--- src/hw/rtl/rpra_pkg.sv ---
// shared constants, types and tables of the rotating point ring animator
package rpra_pkg;

    localparam int MAX_POINTS = 8;
    localparam int CORDIC_STAGES = 14;

    localparam logic signed [15:0] PHASE_PI = 16'sd25736;
    localparam logic signed [17:0] RAD_TO_BIN = 18'sd83443;
    localparam logic signed [26:0] CORDIC_GAIN = 27'sd10188012;
    localparam logic signed [16:0] Q14_ONE = 17'sd16384;

    localparam logic [2:0] REG_POINT_COUNT = 3'd0;
    localparam logic [2:0] REG_BEAT_RESTART = 3'd1;
    localparam logic [2:0] REG_ROT_STEP_START = 3'd2;
    localparam logic [2:0] REG_ROT_STEP_END = 3'd3;
    localparam logic [2:0] REG_ALPHA_PAIR = 3'd4;
    localparam logic [2:0] REG_DISTANCE_START = 3'd5;
    localparam logic [2:0] REG_DISTANCE_END = 3'd6;
    localparam logic [2:0] REG_PHASE_SPEED = 3'd7;

    typedef struct packed {
        logic done;
        logic signed [15:0] cos_q14;
        logic signed [15:0] sin_q14;
    } trig_t;

    // binary angle of atan(2^-i), 65536 per turn
    function automatic logic signed [17:0] cordic_atan(input logic [3:0] idx);
        logic signed [17:0] r;
        case (idx)
            4'd0: r = 18'sd8192;
            4'd1: r = 18'sd4836;
            4'd2: r = 18'sd2555;
            4'd3: r = 18'sd1297;
            4'd4: r = 18'sd651;
            4'd5: r = 18'sd326;
            4'd6: r = 18'sd163;
            4'd7: r = 18'sd81;
            4'd8: r = 18'sd41;
            4'd9: r = 18'sd20;
            4'd10: r = 18'sd10;
            4'd11: r = 18'sd5;
            4'd12: r = 18'sd3;
            4'd13: r = 18'sd1;
            default: r = 18'sd0;
        endcase
        return r;
    endfunction

    // 65536 / n, modulo one turn
    function automatic logic [15:0] point_spacing(input logic [3:0] n);
        logic [15:0] r;
        case (n)
            4'd2: r = 16'd32768;
            4'd3: r = 16'd21845;
            4'd4: r = 16'd16384;
            4'd5: r = 16'd13107;
            4'd6: r = 16'd10922;
            4'd7: r = 16'd9362;
            4'd8: r = 16'd8192;
            default: r = 16'd0;
        endcase
        return r;
    endfunction

endpackage

--- src/hw/rtl/rpra_cordic.sv ---
// iterative cordic, binary angle in, q1.14 cosine and sine out
module rpra_cordic (
    input  logic              clk,
    input  logic              rst_n,
    input  logic              start,
    input  logic [15:0]       angle,
    output rpra_pkg::trig_t   res
);
    import rpra_pkg::*;

    logic              busy_reg, busy_next;
    logic              done_reg, done_next;
    logic [3:0]        iter_reg, iter_next;
    logic              neg_reg, neg_next;
    logic signed [26:0] x_reg, x_next, y_reg, y_next;
    logic signed [17:0] a_reg, a_next;
    logic signed [17:0] a_in;
    logic signed [26:0] xs, ys;
    logic signed [16:0] xr, yr, xc, yc;

    always_comb
    begin
        a_in = 18'(signed'(angle));
        busy_next = busy_reg;
        done_next = 1'b0;
        iter_next = iter_reg;
        neg_next = neg_reg;
        x_next = x_reg;
        y_next = y_reg;
        a_next = a_reg;
        xs = x_reg >>> iter_reg;
        ys = y_reg >>> iter_reg;
        if (start)
        begin
            busy_next = 1'b1;
            iter_next = 4'd0;
            x_next = CORDIC_GAIN;
            y_next = 27'sd0;
            if (a_in > 18'sd16384)
            begin
                a_next = a_in - 18'sd32768;
                neg_next = 1'b1;
            end
            else if (a_in < -18'sd16384)
            begin
                a_next = a_in + 18'sd32768;
                neg_next = 1'b1;
            end
            else
            begin
                a_next = a_in;
                neg_next = 1'b0;
            end
        end
        else if (busy_reg)
        begin
            if (a_reg >= 18'sd0)
            begin
                x_next = x_reg - ys;
                y_next = y_reg + xs;
                a_next = a_reg - cordic_atan(iter_reg);
            end
            else
            begin
                x_next = x_reg + ys;
                y_next = y_reg - xs;
                a_next = a_reg + cordic_atan(iter_reg);
            end
            iter_next = iter_reg + 4'd1;
            if (iter_reg == 4'(CORDIC_STAGES - 1))
            begin
                busy_next = 1'b0;
                done_next = 1'b1;
            end
        end
    end

    always_ff @(posedge clk or negedge rst_n)
    begin
        if (!rst_n)
        begin
            busy_reg <= 1'b0;
            done_reg <= 1'b0;
            iter_reg <= 4'd0;
        end
        else
        begin
            busy_reg <= busy_next;
            done_reg <= done_next;
            iter_reg <= iter_next;
        end
    end

    always_ff @(posedge clk)
    begin
        x_reg <= x_next;
        y_reg <= y_next;
        a_reg <= a_next;
        neg_reg <= neg_next;
    end

    // round to q1.14 and clamp
    always_comb
    begin
        xr = 17'((x_reg + 27'sd512) >>> 10);
        yr = 17'((y_reg + 27'sd512) >>> 10);
        xc = (xr > Q14_ONE) ? Q14_ONE : ((xr < -Q14_ONE) ? -Q14_ONE : xr);
        yc = (yr > Q14_ONE) ? Q14_ONE : ((yr < -Q14_ONE) ? -Q14_ONE : yr);
        res.done = done_reg;
        res.cos_q14 = neg_reg ? 16'(-xc) : 16'(xc);
        res.sin_q14 = neg_reg ? 16'(-yc) : 16'(yc);
    end

    a_no_start_busy: assert property (@(posedge clk) disable iff (!rst_n)
        start |-> !busy_reg)
        else $error("cordic restarted while busy");
    a_done_after_last: assert property (@(posedge clk) disable iff (!rst_n)
        done_reg |-> !busy_reg && $past(busy_reg))
        else $error("cordic done without finishing iterations");
    a_iter_range: assert property (@(posedge clk) disable iff (!rst_n)
        busy_reg |-> iter_reg < 4'(CORDIC_STAGES))
        else $error("cordic iteration count out of range");

endmodule

--- src/hw/rtl/rotating_point_ring_animator.sv ---
// top level: config registers, frame sequencer, shared multiplier, output register
//
//  channel  | handshake               | payload
//  ---------+-------------------------+---------------------------------------------
//  cfg      | cfg_valid / cfg_ready   | cfg_index, cfg_data
//  in       | in_valid / in_stall     | beat
//  out      | out_valid / out_stall   | offset_x, offset_y, blend_alpha, point_index,
//           |                         | last_point
//
//  a frame runs the cordic once for the phase sine and once for each point
//  in_stall is high from the accepted beat until the frame's last point is loaded
//  a stalled output holds the sequencer before the next point is loaded
//  reset puts rotation at zero and the phase at pi; cfg_ready is always high
module rotating_point_ring_animator (
    input  logic                clk,
    input  logic                rst_n,
    input  logic                cfg_valid,
    output logic                cfg_ready,
    input  logic [2:0]          cfg_index,
    input  logic [15:0]         cfg_data,
    input  logic                in_valid,
    output logic                in_stall,
    input  logic                beat,
    output logic                out_valid,
    input  logic                out_stall,
    output logic signed [15:0]  offset_x,
    output logic signed [15:0]  offset_y,
    output logic [7:0]          blend_alpha,
    output logic [2:0]          point_index,
    output logic                last_point
);
    import rpra_pkg::*;

    localparam logic [3:0] S_IDLE  = 4'd0;
    localparam logic [3:0] S_BIN   = 4'd1;
    localparam logic [3:0] S_ANG   = 4'd2;
    localparam logic [3:0] S_WAIT1 = 4'd3;
    localparam logic [3:0] S_STEP  = 4'd4;
    localparam logic [3:0] S_ALPHA = 4'd5;
    localparam logic [3:0] S_RAD   = 4'd6;
    localparam logic [3:0] S_RLOAD = 4'd7;
    localparam logic [3:0] S_PWAIT = 4'd8;
    localparam logic [3:0] S_MX    = 4'd9;
    localparam logic [3:0] S_MY    = 4'd10;
    localparam logic [3:0] S_OUT   = 4'd11;

    logic [3:0]         point_count_reg;
    logic               beat_restart_reg;
    logic signed [6:0]  rot_step_start_reg, rot_step_end_reg;
    logic [15:0]        alpha_pair_reg;
    logic [6:0]         distance_start_reg, distance_end_reg;
    logic signed [15:0] phase_speed_reg;

    logic [3:0]         state_reg, state_next;
    logic signed [9:0]  rotation_reg, rotation_next;
    logic signed [15:0] phase_reg, phase_next;
    logic signed [41:0] prod_reg;
    logic signed [15:0] sn_reg, sn_next, cos_reg, cos_next, sin_reg, sin_next;
    logic signed [9:0]  step_reg, step_next;
    logic [7:0]         alpha_reg, alpha_next;
    logic signed [23:0] radius_reg, radius_next;
    logic [15:0]        ang_reg, ang_next;
    logic [2:0]         idx_reg, idx_next;
    logic signed [15:0] ox_reg, ox_next;

    logic               out_valid_reg, out_valid_next;
    logic signed [15:0] offset_x_reg, offset_y_reg;
    logic [7:0]         blend_alpha_reg;
    logic [2:0]         point_index_reg;
    logic               last_point_reg;
    logic               out_load;

    logic signed [23:0] mul_a;
    logic signed [17:0] mul_b;
    logic [3:0]         n_eff;
    logic               is_last;
    logic               cordic_start;
    logic [15:0]        cordic_angle;
    trig_t              trig;

    logic signed [23:0] step_sum;
    logic signed [24:0] alpha_sum, alpha_clamp;
    logic [7:0]         rot_mag;
    logic [16:0]        start_q;
    logic [15:0]        start_angle;
    logic [15:0]        spacing;
    logic signed [10:0] rot_sum;
    logic signed [16:0] ph_sum;
    logic signed [15:0] offset_sat;

    function automatic logic signed [15:0] sat_offset(input logic signed [41:0] p);
        logic signed [21:0] v;
        v = 22'((p + 42'sd524288) >>> 20);
        if (v > 22'sd32767)
            return 16'sh7fff;
        else if (v < -22'sd32768)
            return 16'sh8000;
        else
            return 16'(v);
    endfunction

    assign cfg_ready = 1'b1;
    assign in_stall = (state_reg != S_IDLE);
    assign out_valid = out_valid_reg;
    assign offset_x = offset_x_reg;
    assign offset_y = offset_y_reg;
    assign blend_alpha = blend_alpha_reg;
    assign point_index = point_index_reg;
    assign last_point = last_point_reg;

    assign n_eff = (point_count_reg > 4'(MAX_POINTS)) ? 4'(MAX_POINTS) : point_count_reg;
    assign is_last = ({1'b0, idx_reg} + 4'd1) == n_eff;
    assign spacing = point_spacing(n_eff);
    assign offset_sat = sat_offset(prod_reg);

    // config writes
    always_ff @(posedge clk or negedge rst_n)
    begin
        if (!rst_n)
        begin
            point_count_reg <= 4'd1;
            beat_restart_reg <= 1'b0;
            rot_step_start_reg <= 7'sd0;
            rot_step_end_reg <= 7'sd0;
            alpha_pair_reg <= 16'd0;
            distance_start_reg <= 7'd0;
            distance_end_reg <= 7'd0;
            phase_speed_reg <= 16'sd0;
        end
        else if (cfg_valid && cfg_ready)
        begin
            case (cfg_index)
                REG_POINT_COUNT: point_count_reg <= cfg_data[3:0];
                REG_BEAT_RESTART: beat_restart_reg <= cfg_data[0];
                REG_ROT_STEP_START: rot_step_start_reg <= signed'(cfg_data[6:0]);
                REG_ROT_STEP_END: rot_step_end_reg <= signed'(cfg_data[6:0]);
                REG_ALPHA_PAIR: alpha_pair_reg <= cfg_data;
                REG_DISTANCE_START: distance_start_reg <= cfg_data[6:0];
                REG_DISTANCE_END: distance_end_reg <= cfg_data[6:0];
                REG_PHASE_SPEED: phase_speed_reg <= signed'(cfg_data);
                default: ;
            endcase
        end
    end

    // shared multiplier operands
    always_comb
    begin
        mul_a = 24'sd0;
        mul_b = 18'sd0;
        case (state_reg)
            S_BIN:
            begin
                mul_a = 24'(phase_reg);
                mul_b = RAD_TO_BIN;
            end
            S_STEP:
            begin
                mul_a = 24'(8'(rot_step_end_reg) - 8'(rot_step_start_reg));
                mul_b = 18'(sn_reg);
            end
            S_ALPHA:
            begin
                mul_a = 24'(signed'({1'b0, alpha_pair_reg[15:8]})
                            - signed'({1'b0, alpha_pair_reg[7:0]}));
                mul_b = 18'(sn_reg);
            end
            S_RAD:
            begin
                mul_a = 24'(signed'({1'b0, distance_end_reg})
                            - signed'({1'b0, distance_start_reg}));
                mul_b = 18'(sn_reg);
            end
            S_MX:
            begin
                mul_a = radius_reg;
                mul_b = 18'(cos_reg);
            end
            S_MY, S_OUT:
            begin
                mul_a = radius_reg;
                mul_b = 18'(sin_reg);
            end
            default: ;
        endcase
    end

    always_ff @(posedge clk)
    begin
        prod_reg <= 42'(mul_a) * 42'(mul_b);
    end

    // ring start angle, rotation * 65536 / 255 toward zero
    always_comb
    begin
        rot_mag = rotation_reg[9] ? 8'(-rotation_reg) : 8'(rotation_reg);
        start_q = {1'b0, rot_mag, 8'd0} + 17'(rot_mag) + 17'(rot_mag == 8'd255);
        start_angle = rotation_reg[9] ? 16'(-start_q) : 16'(start_q);
    end

    // frame sequencer
    always_comb
    begin
        state_next = state_reg;
        rotation_next = rotation_reg;
        phase_next = phase_reg;
        sn_next = sn_reg;
        cos_next = cos_reg;
        sin_next = sin_reg;
        step_next = step_reg;
        alpha_next = alpha_reg;
        radius_next = radius_reg;
        ang_next = ang_reg;
        idx_next = idx_reg;
        ox_next = ox_reg;
        cordic_start = 1'b0;
        cordic_angle = ang_reg;
        out_load = 1'b0;
        step_sum = 24'(rot_step_start_reg) * 24'sd16384 + 24'(prod_reg);
        alpha_sum = 25'(signed'({1'b0, alpha_pair_reg[7:0]})) * 25'sd16384
                    + 25'(prod_reg);
        alpha_clamp = (alpha_sum < 25'sd0) ? 25'sd0 :
                      ((alpha_sum > 25'sd4177920) ? 25'sd4177920 : alpha_sum);
        rot_sum = 11'(rotation_reg) + 11'(step_reg);
        ph_sum = 17'(phase_reg) + 17'(phase_speed_reg);
        case (state_reg)
            S_IDLE:
            begin
                if (in_valid && n_eff != 4'd0)
                begin
                    if (beat_restart_reg && beat && phase_reg >= PHASE_PI)
                        phase_next = 16'sd0;
                    state_next = S_BIN;
                end
            end
            S_BIN: state_next = S_ANG;
            S_ANG:
            begin
                cordic_start = 1'b1;
                cordic_angle = 16'((prod_reg + 42'sd32768) >>> 16);
                state_next = S_WAIT1;
            end
            S_WAIT1:
            begin
                if (trig.done)
                begin
                    sn_next = trig.sin_q14;
                    state_next = S_STEP;
                end
            end
            S_STEP: state_next = S_ALPHA;
            S_ALPHA:
            begin
                step_next = 10'(step_sum >>> 14)
                            + 10'(step_sum < 24'sd0 && step_sum[13:0] != 14'd0);
                state_next = S_RAD;
            end
            S_RAD:
            begin
                alpha_next = 8'((alpha_clamp + 25'sd8192) >>> 14);
                state_next = S_RLOAD;
            end
            S_RLOAD:
            begin
                radius_next = 24'(signed'({1'b0, distance_start_reg})) * 24'sd16384
                              + 24'(prod_reg);
                cordic_start = 1'b1;
                cordic_angle = start_angle;
                ang_next = start_angle;
                idx_next = 3'd0;
                state_next = S_PWAIT;
            end
            S_PWAIT:
            begin
                if (trig.done)
                begin
                    cos_next = trig.cos_q14;
                    sin_next = trig.sin_q14;
                    state_next = S_MX;
                end
            end
            S_MX: state_next = S_MY;
            S_MY:
            begin
                ox_next = offset_sat;
                state_next = S_OUT;
            end
            S_OUT:
            begin
                if (!out_valid_reg || !out_stall)
                begin
                    out_load = 1'b1;
                    if (is_last)
                    begin
                        if (rot_sum > 11'sd255)
                            rotation_next = 10'(rot_sum - 11'sd255);
                        else if (rot_sum < -11'sd255)
                            rotation_next = 10'(rot_sum + 11'sd255);
                        else
                            rotation_next = 10'(rot_sum);
                        if (ph_sum > 17'(PHASE_PI) || ph_sum < -17'(PHASE_PI))
                            phase_next = PHASE_PI;
                        else
                            phase_next = 16'(ph_sum);
                        state_next = S_IDLE;
                    end
                    else
                    begin
                        cordic_start = 1'b1;
                        cordic_angle = ang_reg + spacing;
                        ang_next = ang_reg + spacing;
                        idx_next = idx_reg + 3'd1;
                        state_next = S_PWAIT;
                    end
                end
            end
            default: state_next = S_IDLE;
        endcase
    end

    always_comb
    begin
        out_valid_next = out_valid_reg;
        if (out_valid_reg && !out_stall)
            out_valid_next = 1'b0;
        if (out_load)
            out_valid_next = 1'b1;
    end

    always_ff @(posedge clk or negedge rst_n)
    begin
        if (!rst_n)
        begin
            state_reg <= S_IDLE;
            rotation_reg <= 10'sd0;
            phase_reg <= PHASE_PI;
            out_valid_reg <= 1'b0;
        end
        else
        begin
            state_reg <= state_next;
            rotation_reg <= rotation_next;
            phase_reg <= phase_next;
            out_valid_reg <= out_valid_next;
        end
    end

    always_ff @(posedge clk)
    begin
        sn_reg <= sn_next;
        cos_reg <= cos_next;
        sin_reg <= sin_next;
        step_reg <= step_next;
        alpha_reg <= alpha_next;
        radius_reg <= radius_next;
        ang_reg <= ang_next;
        idx_reg <= idx_next;
        ox_reg <= ox_next;
        if (out_load)
        begin
            offset_x_reg <= ox_reg;
            offset_y_reg <= offset_sat;
            blend_alpha_reg <= alpha_reg;
            point_index_reg <= idx_reg;
            last_point_reg <= is_last;
        end
    end

    rpra_cordic u_cordic (
        .clk   (clk),
        .rst_n (rst_n),
        .start (cordic_start),
        .angle (cordic_angle),
        .res   (trig)
    );

    a_phase_bound: assert property (@(posedge clk) disable iff (!rst_n)
        phase_reg <= PHASE_PI && phase_reg >= -PHASE_PI)
        else $error("sweep phase out of range");
    a_rotation_bound: assert property (@(posedge clk) disable iff (!rst_n)
        rotation_reg <= 10'sd255 && rotation_reg >= -10'sd255)
        else $error("ring rotation out of range");
    a_done_when_waiting: assert property (@(posedge clk) disable iff (!rst_n)
        trig.done |-> (state_reg == S_WAIT1 || state_reg == S_PWAIT))
        else $error("cordic result arrived outside a wait state");
    a_no_overwrite: assert property (@(posedge clk) disable iff (!rst_n)
        out_load |-> !(out_valid_reg && out_stall))
        else $error("output register overwritten while stalled");

endmodule

--- config.mk ---
export PLATFORM = sky130hd
export DESIGN_NAME = rotating_point_ring_animator
export DESIGN_NICKNAME = d
export VERILOG_FILES = /design/src/hw/rtl/rpra_pkg.sv /design/src/hw/rtl/rpra_cordic.sv /design/src/hw/rtl/rotating_point_ring_animator.sv
export SDC_FILE = /design/constraint.sdc
export NUM_CORES = 2
export LEC_CHECK = 0
export BUFFER_PORTS_ARGS = -buffer_cell sky130_fd_sc_hd__buf_2
export CORE_ASPECT_RATIO = 2
export CORE_MARGIN = 4
export CORE_UTILIZATION = 66
export DETAILED_ROUTE_END_ITERATION = 16
export PLACE_DENSITY = 0.92
export RECOVER_POWER = 25
export SETUP_SLACK_MARGIN = 0.4
export SLEW_MARGIN = 40
export SYNTH_ARGS = -nofsm -noshare
export SYNTH_HDL_FRONTEND = slang
export SYNTH_SLANG_ARGS = --single-unit
--- constraint.sdc ---
create_clock -name clk -period 10.49 [get_ports clk]
set_input_delay 2.6225 -clock clk [delete_from_list [all_inputs] [get_ports clk]]
set_output_delay 2.6225 -clock clk [all_outputs]
set_load 0.03 [all_outputs]
==> out/qor.json <==
{
  "run_status": "complete, but fails checks",
  "violations_in_the_final_reports": "max-capacitance violations, max-slew violations",
  "area_delta_synth_final_pct": 5.95,
  "ctsHoldBuffers": 0,
  "die_y_um": 379,
  "count_of_standard_cell_rows": 135,
  "core_area_sq_um": 67900,
  "worstPathBufferInverterCount": 11,
  "most_common_flop_cell_mapped_by_yosys": "sky130_fd_sc_hd__edfxtp_1",
  "fin_setup_tns_ps": 0,
  "largest_net_degree_at_the_start_of_global_routing": 63,
  "rsz_0062_raised_after_global_routing": "yes",
  "post_synthesis_net_count": 5869,
  "numCtsBuffers": 37,
  "number_of_clock_sinks": 386,
  "cts_root_buffer": "sky130_fd_sc_hd__clkbuf_16",
  "finalMaxSlewViolations": 121,
  "largest_register_ff_count": 42,
  "initial_antenna_violation_count": 7,
  "crit_path_max_fanout": 14,
  "floorplan.initialDensity": 0.668,
  "routed_via_density": 6.70,
  "max_cap_viol_count": 3,
  "cts.reportedPaths.clkPinSlew_ps": 70,
  "n_fill_cell": 5121,
  "timing.critical_path.slowest_stage_cell": "sky130_fd_sc_hd__fa_1",
  "cts_tree": "built",
  "timing_worst_slew_pin_value_ps": 3100,
  "floorplan.die.width_um": 193,
  "synthArstFlopShare": 0.264,
  "total_standard_cell_area_after_synthesis_sq_um": 45400,
  "worst_skew_pair.late_latency_ps": 620,
  "grt_first_pass_wirelength_um": 235000,
  "type_of_the_worst_setup_path": "reg2reg",
  "whs_path_depth": 0,
  "routed_wire_length_per_instance_um": 25.8,
  "port_buffers": 70,
  "slowest_delay_ps": 540,
  "floorplan.die_area_sq_um": 73300,
  "drt_wl_total_um": 155000,
  "layout_min_cycle_time_ps": 9730,
  "ant_nets": 0,
  "nNetsFinal": 5838,
  "vias_in_the_first_global_route": 42100,
  "r2r.worst_path.cells": 40,
  "route.detailed.drc": 0,
  "critical_path_required_ps": 11020,
  "crit_path_frequent_cell": "sky130_fd_sc_hd__inv_1",
  "ff2ff_setup_slack_ps": 760,
  "placer_s_final_routability_congestion_estimate": 1.07,
  "seq_area_frac_synth": 0.223,
  "hold_class": "reg2reg",
  "number_of_vias_after_detailed_routing": 40300,
  "cts_setup_buffers": 0,
  "io_pins": 72,
  "dpl.hpwl_um": 121000,
  "dr.pass1.iters": 7,
  "synthCells": 5119,
  "endpoint_kind": "flop",
  "ctsLongestPathBuffers": 3,
  "syn-mean-instance-area_sq_um": 8.86,
  "synth-seq-cells": 386,
  "critical_path.top_delay_family": "adder cells",
  "clock_skew_ps": 37.5,
  "yosys.cell_types.count": 91,
  "final_layout_size_suffix_gt1_frac": 0.0860,
  "synth-warning-count": 0,
  "final.period_utilization": 0.927,
  "slew_headroom": -1.07,
  "worst-endpoint-arrival_ps": 10260,
  "clock.fmax_ghz": 0.103,
  "synth_enable_flop_cells": 188,
  "report.final.setup_viol": 0,
  "start_kind": "flop",
  "globalRoute.totalOverflow": 0,
  "clock_tree.htree_level_count": 2,
  "global_route.usage.total": 0.417,
  "finalHoldViolCount": 0,
  "first_iter_violations": 3426,
  "cp.depth": 40
}
[timing repair]
item / CTS / global route
endpoints found under the hold margin: 0 / 0
endpoints found under the setup margin: 2 / 8
pin swaps: 0 / 0
gates resized for setup: 1 / 17
[cell usage in the layout, fill, tap and decap left out, types with 14 or more instances in the layout]
cell                        instances
sky130_fd_sc_hd__o31ai_1           28
sky130_fd_sc_hd__xnor2_1          220
sky130_fd_sc_hd__o211ai_1          30
sky130_fd_sc_hd__nor2b_1           35
sky130_fd_sc_hd__nand3_1           92
sky130_fd_sc_hd__a21oi_1          233
sky130_fd_sc_hd__o21ai_0          219
sky130_fd_sc_hd__diode_2           14
sky130_fd_sc_hd__a211oi_1          47
sky130_fd_sc_hd__nor3_1            76
sky130_fd_sc_hd__buf_2             68
sky130_fd_sc_hd__mux2_2            71
sky130_fd_sc_hd__buf_4             88
sky130_fd_sc_hd__nand4_1           33
sky130_fd_sc_hd__nand2b_1          50
sky130_fd_sc_hd__inv_1            650
sky130_fd_sc_hd__and3_1            45
sky130_fd_sc_hd__a31oi_1           28
sky130_fd_sc_hd__a22oi_1           22
sky130_fd_sc_hd__mux2i_1           66
sky130_fd_sc_hd__or3_1             19
sky130_fd_sc_hd__ha_1             288
sky130_fd_sc_hd__nor2_1           516
sky130_fd_sc_hd__nand2_1          578
sky130_fd_sc_hd__mux4_2            63
sky130_fd_sc_hd__a22o_1            18
sky130_fd_sc_hd__edfxtp_1         188
sky130_fd_sc_hd__or2_2             22
sky130_fd_sc_hd__dfrtp_1           91
sky130_fd_sc_hd__a21o_1            80
sky130_fd_sc_hd__clkbuf_16         37
sky130_fd_sc_hd__o21a_1            41
sky130_fd_sc_hd__a221oi_1          18
sky130_fd_sc_hd__xor2_1           137
sky130_fd_sc_hd__dfxtp_1           96
sky130_fd_sc_hd__o21bai_1          29
sky130_fd_sc_hd__fa_1             437
sky130_fd_sc_hd__a21boi_0          15
sky130_fd_sc_hd__and2_1            31
[routing by layer]
layer,track usage,up-vias,wire [um]
met5,0,-,43
met1,0.388,19500,44000
met3,0.0762,1056,12700
li1,-,17300,-
met2,0.742,2526,78000
met4,0.425,6,20600
[cell families after synthesis]
family,count (synthesis),synth area share
AND/OR/NAND/NOR,1596,0.158
AO/OA/AOI/OAI,960,0.139
buffers and inverters,894,0.0750
adder cells (fa/ha/maj),725,0.272
flip-flops,386,0.223
XOR/XNOR,357,0.0689
multiplexers,200,0.0635
other,1,0.0000826
[metrics by stage]
| step | utilization | cell area [sq um] | hold WS (ps) | setup slack, ps | cells |
|---|---|---|---|---|---|
| 6_report | 0.708 | 48100 | 410 | 763 | 6021 |
| 5_1_grt | 0.707 | 48000 | 421 | 224 | 6007 |
| 4_1_cts | 0.706 | 48000 | 411 | 442 | 6006 |
| 3_5_place_dp | 0.688 | 46700 | 405 | 484 | 5938 |
| 3_3_place_gp | 0.687 | 46700 | 401 | 469 | 5937 |
| 2_1_floorplan | - | 45400 | 400 | 1780 | 5119 |
[layout make-up]
| type | count | area (sq um) | share of cell area |
|---|---|---|---|
| multi-input cells | 3839 | 32000 | 0.665 |
| flip-flops and latches | 386 | 10100 | 0.211 |
| inverters | 658 | 2470 | 0.0514 |
| well taps | 890 | 1110 | 0.0232 |
| repair buffers | 166 | 1060 | 0.0221 |
| clock buffers | 47 | 1010 | 0.0211 |
| clock inverters | 21 | 251 | 0.00523 |
| diodes | 14 | 35.0 | 0.000729 |
[final timing paths]
check,from,endpoint
max,distance_start_reg[1],prod_reg[40]
min,alpha_reg[7],blend_alpha[7]
max reg2reg,distance_start_reg[1],prod_reg[40]
min reg2reg,alpha_reg[7],blend_alpha[7]
max in group asynchronous,rst_n,u_cordic.iter_reg[0]
min in group asynchronous,rst_n,distance_start_reg[6]
[cells in the mapped netlist (137+ instances only)]
library cell / n / area share
sky130_fd_sc_hd__xnor2_1: 220 / 0.042
sky130_fd_sc_hd__edfxtp_1: 188 / 0.12
sky130_fd_sc_hd__inv_1: 652 / 0.054
sky130_fd_sc_hd__xor2_1: 137 / 0.026
sky130_fd_sc_hd__fa_1: 437 / 0.19
sky130_fd_sc_hd__a21oi_1: 237 / 0.026
sky130_fd_sc_hd__ha_1: 288 / 0.079
sky130_fd_sc_hd__nor2_1: 517 / 0.043
sky130_fd_sc_hd__nand2_1: 579 / 0.048
sky130_fd_sc_hd__clkbuf_1: 196 / 0.016
sky130_fd_sc_hd__o21ai_0: 219 / 0.024
Power is not shown: default switching activity piles up to over one toggle a cycle in this logic, so the estimate is an artifact.
